===== config.mk =====
export PLATFORM = sky130hd
export DESIGN_NAME = greedy_grid_path_walker
export DESIGN_NICKNAME = d
export VERILOG_FILES = /design/src/rtl/core/ggpw_pkg.sv /design/src/rtl/core/ggpw_nbr_eval.sv /design/src/rtl/core/greedy_grid_path_walker.sv
export SDC_FILE = /design/constraint.sdc
export NUM_CORES = 1
export LEC_CHECK = 0
export CAP_MARGIN = 30
export CORE_MARGIN = 3
export CORE_UTILIZATION = 45
export DETAILED_ROUTE_END_ITERATION = 12
export DONT_BUFFER_PORTS = 1
export GPL_ROUTABILITY_DRIVEN = 0
export PLACE_DENSITY = 0.72
export SETUP_SLACK_MARGIN = 0.05
export SLEW_MARGIN = 20
export SYNTH_ARGS = -nofsm -noshare
export SYNTH_HDL_FRONTEND = slang
export SYNTH_SLANG_ARGS = --single-unit

===== constraint.sdc =====
create_clock -name clk -period 9.47 [get_ports clk]
set_clock_uncertainty 0.2 [all_clocks]
set_input_delay 1.894 -clock clk [delete_from_list [all_inputs] [get_ports clk]]
set_output_delay 1.894 -clock clk [all_outputs]
set_load 0.01 [all_outputs]

===== src/rtl/core/ggpw_pkg.sv =====
// Shared types, constants and helper functions for the greedy grid path walker.
// No dependencies; every module of the block imports this package.
package ggpw_pkg;

    localparam int MASK_W       = 40;
    localparam int LIMIT_W      = 6;
    localparam int CFG_INDEX_W  = 2;
    localparam int CFG_DATA_W   = 40;
    localparam int COORD_W      = 3;
    localparam int NBR_IDX_W    = 3;
    localparam int DIST_W       = 8;
    localparam int POS_W        = 5;
    localparam int BIT_IDX_W    = 7;

    localparam int DEF_GRID_ROWS = 8;
    localparam int DEF_GRID_COLS = 5;

    localparam logic [LIMIT_W-1:0]   MOVE_CAP      = 6'd62;
    localparam logic [LIMIT_W-1:0]   LIMIT_RESET   = 6'd62;
    localparam logic [NBR_IDX_W-1:0] NBR_LAST      = 3'd7;

    localparam logic [CFG_INDEX_W-1:0] CFG_OPEN_MASK  = 2'd0;
    localparam logic [CFG_INDEX_W-1:0] CFG_MOVE_LIMIT = 2'd1;

    localparam logic [2:0] OUT_ON_PATH    = 3'd0;
    localparam logic [2:0] OUT_REACHED    = 3'd1;
    localparam logic [2:0] OUT_STUCK      = 3'd2;
    localparam logic [2:0] OUT_STEP_LIMIT = 3'd3;
    localparam logic [2:0] OUT_BAD_SOURCE = 3'd4;
    localparam logic [2:0] OUT_BAD_GOAL   = 3'd5;
    localparam logic [2:0] OUT_SAME_CELLS = 3'd6;

    typedef struct packed {
        logic [COORD_W-1:0] start_row;
        logic [COORD_W-1:0] start_col;
        logic [COORD_W-1:0] goal_row;
        logic [COORD_W-1:0] goal_col;
    } query_t;

    typedef struct packed {
        logic [COORD_W-1:0] cell_row;
        logic [COORD_W-1:0] cell_col;
        logic [2:0]         outcome;
        logic               final_item;
    } step_t;

    // Result of evaluating one neighbour of the current cell
    typedef struct packed {
        logic               open;
        logic [DIST_W-1:0]  sq_dist;
        logic [COORD_W-1:0] row;
        logic [COORD_W-1:0] col;
    } nbr_eval_t;

    // Row delta in scan order: (+1,+1) (+1,0) (+1,-1) (0,+1) (0,-1) (-1,+1) (-1,-1) (-1,0)
    function automatic logic signed [1:0] nbr_dr(input logic [NBR_IDX_W-1:0] idx);
        logic signed [1:0] d;
        case (idx)
            3'd0, 3'd1, 3'd2: d = 2'sd1;
            3'd3, 3'd4:       d = 2'sd0;
            default:          d = -2'sd1;
        endcase
        return d;
    endfunction

    function automatic logic signed [1:0] nbr_dc(input logic [NBR_IDX_W-1:0] idx);
        logic signed [1:0] d;
        case (idx)
            3'd0, 3'd3, 3'd5: d = 2'sd1;
            3'd1, 3'd7:       d = 2'sd0;
            default:          d = -2'sd1;
        endcase
        return d;
    endfunction

    // A cell is open when inside the grid and its mask bit (below MASK_W) is set
    function automatic logic cell_open(
        input logic signed [POS_W-1:0] r,
        input logic signed [POS_W-1:0] c,
        input logic [MASK_W-1:0]       mask,
        input int                      rows,
        input int                      cols
    );
        logic [BIT_IDX_W-1:0] idx;
        logic                 ok;
        idx = BIT_IDX_W'(int'(r[COORD_W-1:0]) * cols + int'(c[COORD_W-1:0]));
        ok  = (r >= 0) && (c >= 0) && (int'(r) < rows) && (int'(c) < cols)
              && (idx < BIT_IDX_W'(MASK_W));
        if (ok)
            ok = mask[idx[5:0]];
        return ok;
    endfunction

endpackage


===== src/rtl/core/ggpw_nbr_eval.sv =====
// Shared neighbour evaluator: one neighbour of the current cell per cycle.
// Depends on ggpw_pkg for types, scan-order deltas and the cell_open check.
module ggpw_nbr_eval
    import ggpw_pkg::*;
#(
    parameter int GRID_ROWS = DEF_GRID_ROWS,
    parameter int GRID_COLS = DEF_GRID_COLS
)
(
    input  logic [COORD_W-1:0]   here_row,
    input  logic [COORD_W-1:0]   here_col,
    input  logic [NBR_IDX_W-1:0] nbr_idx,
    input  logic [COORD_W-1:0]   goal_row,
    input  logic [COORD_W-1:0]   goal_col,
    input  logic [MASK_W-1:0]    mask,
    output nbr_eval_t            result
);

    logic signed [POS_W-1:0] cand_r;
    logic signed [POS_W-1:0] cand_c;
    logic signed [POS_W-1:0] diff_r;
    logic signed [POS_W-1:0] diff_c;
    logic [DIST_W-1:0]       sq_r;
    logic [DIST_W-1:0]       sq_c;

    always_comb
    begin
        cand_r = $signed({2'b00, here_row}) + POS_W'(nbr_dr(nbr_idx));
        cand_c = $signed({2'b00, here_col}) + POS_W'(nbr_dc(nbr_idx));
        diff_r = cand_r - $signed({2'b00, goal_row});
        diff_c = cand_c - $signed({2'b00, goal_col});
        // squared distance to the goal, exact in integers
        sq_r   = DIST_W'(DIST_W'(diff_r) * DIST_W'(diff_r));
        sq_c   = DIST_W'(DIST_W'(diff_c) * DIST_W'(diff_c));
        result.open    = cell_open(cand_r, cand_c, mask, GRID_ROWS, GRID_COLS);
        result.sq_dist = sq_r + sq_c;
        result.row     = cand_r[COORD_W-1:0];
        result.col     = cand_c[COORD_W-1:0];
    end

endmodule


===== src/rtl/core/greedy_grid_path_walker.sv =====
// Top level of the greedy grid path walker: sequencer, configuration and result register.
// Depends on ggpw_pkg and instantiates ggpw_nbr_eval.
//
// Usage
//  - query channel (query_valid / query_stall / query): one transfer gives a source and a
//    goal cell. query_stall stays high from acceptance until the last result of that
//    query has been loaded into the result register; a new query may then transfer even
//    while that last result still waits to be taken.
//  - step channel (step_valid / step_stall / step): results, one per transfer, in walk
//    order; final_item marks the last result of a query. While step_stall is high and a
//    result is held, that register holds and the sequencer waits to load the next one.
//  - cfg channel (cfg_valid / cfg_ready / cfg_index / cfg_data): cfg_ready is always high;
//    index 0 writes the open-cell mask, index 1 the move limit, other indexes are dropped.
// Sequence
//  - a status result (bad source, bad goal, same cells) is loaded from the check state.
//  - each move takes one limit check, a scan in which the shared neighbour evaluator
//    scores the 8 neighbours one after another, and one move state. A walk makes at most
//    62 moves, the move cap; its last result is loaded in the move state, or in the limit
//    check for the step-limit result.
// Reset
//  - rst_n low clears the sequencer and the result valid, opens every grid cell and sets
//    the move limit to 62. No clearing pass is needed.
module greedy_grid_path_walker
    import ggpw_pkg::*;
#(
    parameter int GRID_ROWS = DEF_GRID_ROWS,
    parameter int GRID_COLS = DEF_GRID_COLS
)
(
    input  logic                   clk,
    input  logic                   rst_n,
    input  logic                   query_valid,
    output logic                   query_stall,
    input  query_t                 query,
    output logic                   step_valid,
    input  logic                   step_stall,
    output step_t                  step,
    input  logic                   cfg_valid,
    output logic                   cfg_ready,
    input  logic [CFG_INDEX_W-1:0] cfg_index,
    input  logic [CFG_DATA_W-1:0]  cfg_data
);

    typedef enum logic [2:0] {
        ST_IDLE,
        ST_CHECK,
        ST_LIMIT,
        ST_SCAN,
        ST_MOVE
    } state_t;

    // Control registers
    state_t               state_reg,      state_next;
    logic                 step_valid_reg, step_valid_next;
    logic [NBR_IDX_W-1:0] nbr_idx_reg,    nbr_idx_next;
    logic                 found_reg,      found_next;
    logic [LIMIT_W-1:0]   moves_reg,      moves_next;

    // Configuration registers
    logic [MASK_W-1:0]    mask_reg;
    logic [LIMIT_W-1:0]   limit_reg;

    // Payload registers
    query_t               query_reg,      query_next;
    step_t                step_reg,       step_next;
    logic [COORD_W-1:0]   here_row_reg,   here_row_next;
    logic [COORD_W-1:0]   here_col_reg,   here_col_next;
    logic [DIST_W-1:0]    best_d_reg,     best_d_next;
    logic [COORD_W-1:0]   best_row_reg,   best_row_next;
    logic [COORD_W-1:0]   best_col_reg,   best_col_next;

    nbr_eval_t            nbr;
    logic                 out_free;
    logic                 emit;
    step_t                emit_data;
    logic [LIMIT_W-1:0]   limit_eff;
    logic                 src_ok;
    logic                 goal_ok;

    ggpw_nbr_eval #(
        .GRID_ROWS (GRID_ROWS),
        .GRID_COLS (GRID_COLS)
    ) u_nbr_eval (
        .here_row (here_row_reg),
        .here_col (here_col_reg),
        .nbr_idx  (nbr_idx_reg),
        .goal_row (query_reg.goal_row),
        .goal_col (query_reg.goal_col),
        .mask     (mask_reg),
        .result   (nbr)
    );

    assign query_stall = (state_reg != ST_IDLE);
    assign step_valid  = step_valid_reg;
    assign step        = step_reg;
    assign cfg_ready   = 1'b1;

    // The result register can take a new result when empty or being drained this cycle
    assign out_free  = !step_valid_reg || !step_stall;
    assign limit_eff = (limit_reg > MOVE_CAP) ? MOVE_CAP : limit_reg;

    always_comb
    begin
        src_ok  = cell_open($signed({2'b00, query_reg.start_row}),
                            $signed({2'b00, query_reg.start_col}),
                            mask_reg, GRID_ROWS, GRID_COLS);
        goal_ok = cell_open($signed({2'b00, query_reg.goal_row}),
                            $signed({2'b00, query_reg.goal_col}),
                            mask_reg, GRID_ROWS, GRID_COLS);
    end

    always_comb
    begin
        state_next     = state_reg;
        nbr_idx_next   = nbr_idx_reg;
        found_next     = found_reg;
        moves_next     = moves_reg;
        query_next     = query_reg;
        here_row_next  = here_row_reg;
        here_col_next  = here_col_reg;
        best_d_next    = best_d_reg;
        best_row_next  = best_row_reg;
        best_col_next  = best_col_reg;
        emit           = 1'b0;
        emit_data      = step_reg;

        case (state_reg)
            ST_IDLE:
            begin
                if (query_valid)
                begin
                    query_next = query;
                    state_next = ST_CHECK;
                end
            end

            ST_CHECK:
            begin
                if (out_free)
                begin
                    emit                 = 1'b1;
                    emit_data.cell_row   = query_reg.start_row;
                    emit_data.cell_col   = query_reg.start_col;
                    emit_data.final_item = 1'b1;
                    state_next           = ST_IDLE;
                    if (!src_ok)
                    begin
                        emit_data.outcome = OUT_BAD_SOURCE;
                    end
                    else if (!goal_ok)
                    begin
                        emit_data.cell_row = query_reg.goal_row;
                        emit_data.cell_col = query_reg.goal_col;
                        emit_data.outcome  = OUT_BAD_GOAL;
                    end
                    else if (query_reg.start_row == query_reg.goal_row
                             && query_reg.start_col == query_reg.goal_col)
                    begin
                        emit_data.outcome = OUT_SAME_CELLS;
                    end
                    else
                    begin
                        // emit the source and start walking from it
                        emit_data.outcome    = OUT_ON_PATH;
                        emit_data.final_item = 1'b0;
                        here_row_next        = query_reg.start_row;
                        here_col_next        = query_reg.start_col;
                        moves_next           = '0;
                        state_next           = ST_LIMIT;
                    end
                end
            end

            ST_LIMIT:
            begin
                if (moves_reg >= limit_eff)
                begin
                    if (out_free)
                    begin
                        emit                 = 1'b1;
                        emit_data.cell_row   = here_row_reg;
                        emit_data.cell_col   = here_col_reg;
                        emit_data.outcome    = OUT_STEP_LIMIT;
                        emit_data.final_item = 1'b1;
                        state_next           = ST_IDLE;
                    end
                end
                else
                begin
                    nbr_idx_next = '0;
                    found_next   = 1'b0;
                    state_next   = ST_SCAN;
                end
            end

            ST_SCAN:
            begin
                // keep the first neighbour on ties: replace only on strictly smaller distance
                if (nbr.open && (!found_reg || nbr.sq_dist < best_d_reg))
                begin
                    found_next    = 1'b1;
                    best_d_next   = nbr.sq_dist;
                    best_row_next = nbr.row;
                    best_col_next = nbr.col;
                end
                nbr_idx_next = nbr_idx_reg + NBR_IDX_W'(1);
                if (nbr_idx_reg == NBR_LAST)
                begin
                    state_next = ST_MOVE;
                end
            end

            ST_MOVE:
            begin
                if (out_free)
                begin
                    emit = 1'b1;
                    if (!found_reg)
                    begin
                        emit_data.cell_row   = here_row_reg;
                        emit_data.cell_col   = here_col_reg;
                        emit_data.outcome    = OUT_STUCK;
                        emit_data.final_item = 1'b1;
                        state_next           = ST_IDLE;
                    end
                    else
                    begin
                        here_row_next      = best_row_reg;
                        here_col_next      = best_col_reg;
                        moves_next         = moves_reg + LIMIT_W'(1);
                        emit_data.cell_row = best_row_reg;
                        emit_data.cell_col = best_col_reg;
                        if (best_row_reg == query_reg.goal_row
                            && best_col_reg == query_reg.goal_col)
                        begin
                            emit_data.outcome    = OUT_REACHED;
                            emit_data.final_item = 1'b1;
                            state_next           = ST_IDLE;
                        end
                        else
                        begin
                            emit_data.outcome    = OUT_ON_PATH;
                            emit_data.final_item = 1'b0;
                            state_next           = ST_LIMIT;
                        end
                    end
                end
            end

            default:
            begin
                state_next = ST_IDLE;
            end
        endcase

        // Result register: load on emit, otherwise drop valid once the transfer completes
        step_next = step_reg;
        if (emit)
        begin
            step_valid_next = 1'b1;
            step_next       = emit_data;
        end
        else if (!step_stall)
        begin
            step_valid_next = 1'b0;
        end
        else
        begin
            step_valid_next = step_valid_reg;
        end
    end

    // Sequencer state and registered outputs
    always_ff @(posedge clk or negedge rst_n)
    begin
        if (!rst_n)
        begin
            state_reg      <= ST_IDLE;
            step_valid_reg <= 1'b0;
            nbr_idx_reg    <= '0;
            found_reg      <= 1'b0;
            moves_reg      <= '0;
        end
        else
        begin
            state_reg      <= state_next;
            step_valid_reg <= step_valid_next;
            nbr_idx_reg    <= nbr_idx_next;
            found_reg      <= found_next;
            moves_reg      <= moves_next;
        end
    end

    // Payload: no reset needed
    always_ff @(posedge clk)
    begin
        query_reg    <= query_next;
        step_reg     <= step_next;
        here_row_reg <= here_row_next;
        here_col_reg <= here_col_next;
        best_d_reg   <= best_d_next;
        best_row_reg <= best_row_next;
        best_col_reg <= best_col_next;
    end

    // Configuration writes
    always_ff @(posedge clk or negedge rst_n)
    begin
        if (!rst_n)
        begin
            mask_reg  <= '1;
            limit_reg <= LIMIT_RESET;
        end
        else if (cfg_valid && cfg_ready)
        begin
            case (cfg_index)
                CFG_OPEN_MASK:  mask_reg  <= cfg_data[MASK_W-1:0];
                CFG_MOVE_LIMIT: limit_reg <= cfg_data[LIMIT_W-1:0];
                default:        ;
            endcase
        end
    end

endmodule

==> results.txt <==
----------------------------------------------------
[Critical path]
  Register-to-Register Setup Slack ... 360 ps
  End of the worst register-to-register path ... best_d_reg[3]
  Crit path launch type ... flip-flop
  CP Capture Point ... best_d_reg[3]
  R2R depth ... 37
  Slowest cell on the critical path ... fa_1
  Worst R2R Start ... nbr_idx_reg[0]
  First element of the critical path ... nbr_idx_reg[0]
  Arrival time of data at the critical path endpoint ... 8980 ps
  Maximum cell stage delay along the critical path ... 580 ps
  Start-to-end type of the worst setup path ... reg -> reg
  Category of the worst setup path capture point ... flip-flop
  Worst path required time ... 9340 ps
  CP max FO ... 8
  Dominant cell type by count on the critical path ... fa_1

[Floorplan]
  Floorplan die area ... 19,720 sq um
  Area of the core region ... 17,480 sq um
  I/O pin total ... 72
  Width of the chip ... 140.4 um
  Die Y ... 140.4 um
  Starting Density ... 0.4652
  Number of placement rows ... 48

[Global route]
  Gr usage total ... 0.1861
  Number of global-route vias before repair ... 5,791
  Antenna violations before repair ... 1
  Wire length of the first global-routing pass ... 29.57 mm
  Grt ovf ... 0
  Largest net degree at the start of global routing ... 61

[STA]
  Upper clock frequency limit ... 109.8 MHz
  Number of hold-slack violations in the final timing report ... 0
  Pin slew with the least headroom to its limit ... 809.5 ps
  Portion of the clock cycle consumed by the worst path in the final layout ... 0.9621
  Setup ws final ... 358.7 ps
  Worst relative slew slack ... 0.4583
  Number of setup violations in the final report ... 0
  Minimum clock period ... 9111 ps
  Count of pins over their slew limit ... 0

[Routing]
  Via density per instance ... 5.868
  Via count ... 5,410
  Detailed Route Iter0 Violations ... 270
  Remaining antenna violation count after routing ... 0
  Count of unresolved DRC violations after routing ... 0
  Wire length reported by the detailed router ... 17.95 mm
  Routed wirelength normalized by instance count ... 19.47 um
  Number of iterations in the first detailed-routing pass ... 5

[Logic synthesis]
  Library cells used by synthesis ... 65
  Register bit count reported by yosys ... 102
  Number of nets produced by synthesis ... 853
  Cells after Synth ... 689
  Post-synth EDFFs ... 42
  Share of async-settable or async-resettable flops after synthesis ... 0.5882
  Synthesized area per cell ... 11.80 sq um
  Yosys warnings ... 0
  Portion of the post-synthesis area used by sequential elements ... 0.3467
  Synth Cell Area ... 8130 sq um
  Most used flip-flop cell after synthesis ... dfstp_2

[Clocking]
  Cts-stage hold buffer count ... 0
  CTS H-Tree Depth ... 3
  Root Buffer ... clkbuf_16
  TritonCTS Buffers ... 9
  Worst skew pair latency ... 360 ps
  Clock tree from TritonCTS ... yes
  CTS Buffer Depth ... 2
  Clk sink count ... 102
  Worst-path clk slew ... 70 ps

[Final layout]
  Most frequent cells in the layout ... inv_1 (77), ha_1 (71), mux2_2 (60)
  Area growth from synthesis to final layout ... 7.710%
  Layout cell share with drive strength beyond 1 ... 0.2525
  Most common cell after layout, fill and taps aside ... inv_1
  Fill count ... 1,486
  Diode insertion count for antenna repair ... 0
  Flip-flop count of the largest register after layout ... 40
  # nets final ... 856

[Job]
  Max capacitance violation total ... 0

[Min path]
  Class of the worst hold path ... reg -> reg

[Place]
  Placement-stage worst setup slack ... -144.7 ps
  Quantity of I/O buffers inserted on ports ... 0
  Total half-perimeter wirelength after legalization and detailed placement ... 13.94 mm

[Status]
  Status ... finished clean

----------------------------------------------------
[routing by layer]
layer	vias to the layer above	global-route usage	routed length [um]
met5	-	0	0
met4	0	0.06068	490
met2	170	0.3095	8718
met3	34	0.05565	1201
met1	2700	0.2330	7544
li1	2506	-	-
[synth_stat cells, drive strengths merged (2+ instances only)]
library cell  count  area [sq um]
o21a              4         30.03
a22oi             7         52.55
o221ai            2         41.29
nand4             3         18.77
fa               31         620.6
dfstp            45          1182
dfrtp            15         375.4
nand3             6         30.03
or3               7         43.79
xnor2            33         289.0
o31ai             5         37.54
nand3b            4         30.03
a211oi            2         27.53
nor4b             4         35.03
inv              78         292.8
mux2             60         675.7
o22a              2         17.52
nor4              2         18.77
or2               6         37.54
a41oi             2         17.52
a21oi            22         110.1
o21bai            2         15.01
nand2            30         112.6
xor2             14         122.6
mux2i            16         160.2
mux4             32         758.2
clkbuf           15         56.30
o21ai            18         93.84
ha               74         925.9
nor2b             7         43.79
nor3              8         40.04
nor2             33         123.9
nand2b           11         68.82
o211ai            2         15.01
or4b              2         20.02
edfxtp           42          1261
a21o             14         105.1
buf               5         38.78
a31oi             2         12.51
o22ai             7         43.79
[critical path, delay by kind of cell (launching register included)]
family,cells,cell delay [ps]
flops,1,400
simple gates,5,910
compound gates,7,1180
fa+ha+maj,10,4070
buf+inv,7,650
mux,2,420
xor+xnor,6,960
[metrics by stage]
stage	cell area [sq um]	TNS, ps	cells	util	hold WS, ps
floorplan	8130	0	689	-	279.9
detailed placement	8359	-1851	899	0.4783	305.6
finish	8757	0	922	0.5011	327.9
global route	8757	-150.4	922	0.5011	340.2
CTS	8666	0	915	0.4958	324.9
global placement	8352	0	898	0.4779	298.1
[cell families after synthesis]
group	share of synthesized area
AND/OR/NAND/NOR	0.07926
XOR/XNOR	0.05063
flip-flops	0.3467
other	0.0004612
multiplexers	0.1961
adder cells (fa/ha/maj)	0.1902
AO/OA/AOI/OAI	0.08895
buffers and inverters	0.04771
[repair_timing]
action / in CTS / in global routing
gates resized for setup: 3 / 11
endpoints found under the setup margin: 14 / 14
pin swaps: 0 / 6
gates cloned: 0 / 0
setup buffers: 0 / 7
[worst min path at each step]
stage	cells past startpoint	endpoint	start	slack [ps]
after global routing	1	limit_reg[0]	limit_reg[0]	340
after global placement	1	limit_reg[0]	limit_reg[0]	300
after detailed placement	1	limit_reg[0]	limit_reg[0]	310
final	1	limit_reg[0]	limit_reg[0]	330
after CTS	1	limit_reg[0]	limit_reg[0]	320
after floorplan	1	limit_reg[0]	limit_reg[0]	280
[area by class of cell]
type / count / area [sq um] / area share
inverters: 78 / 292.8 / 0.03343
flip-flops and latches: 102 / 2819 / 0.3219
clock buffers: 14 / 279.0 / 0.03186
clock inverters: 2 / 12.51 / 0.001429
multi-input cells: 489 / 4975 / 0.5681
repair buffers: 12 / 97.59 / 0.01114
well taps: 225 / 281.5 / 0.03215
Power is not shown: default switching activity piles up to over one toggle a cycle in this logic, so the estimate is an artifact.
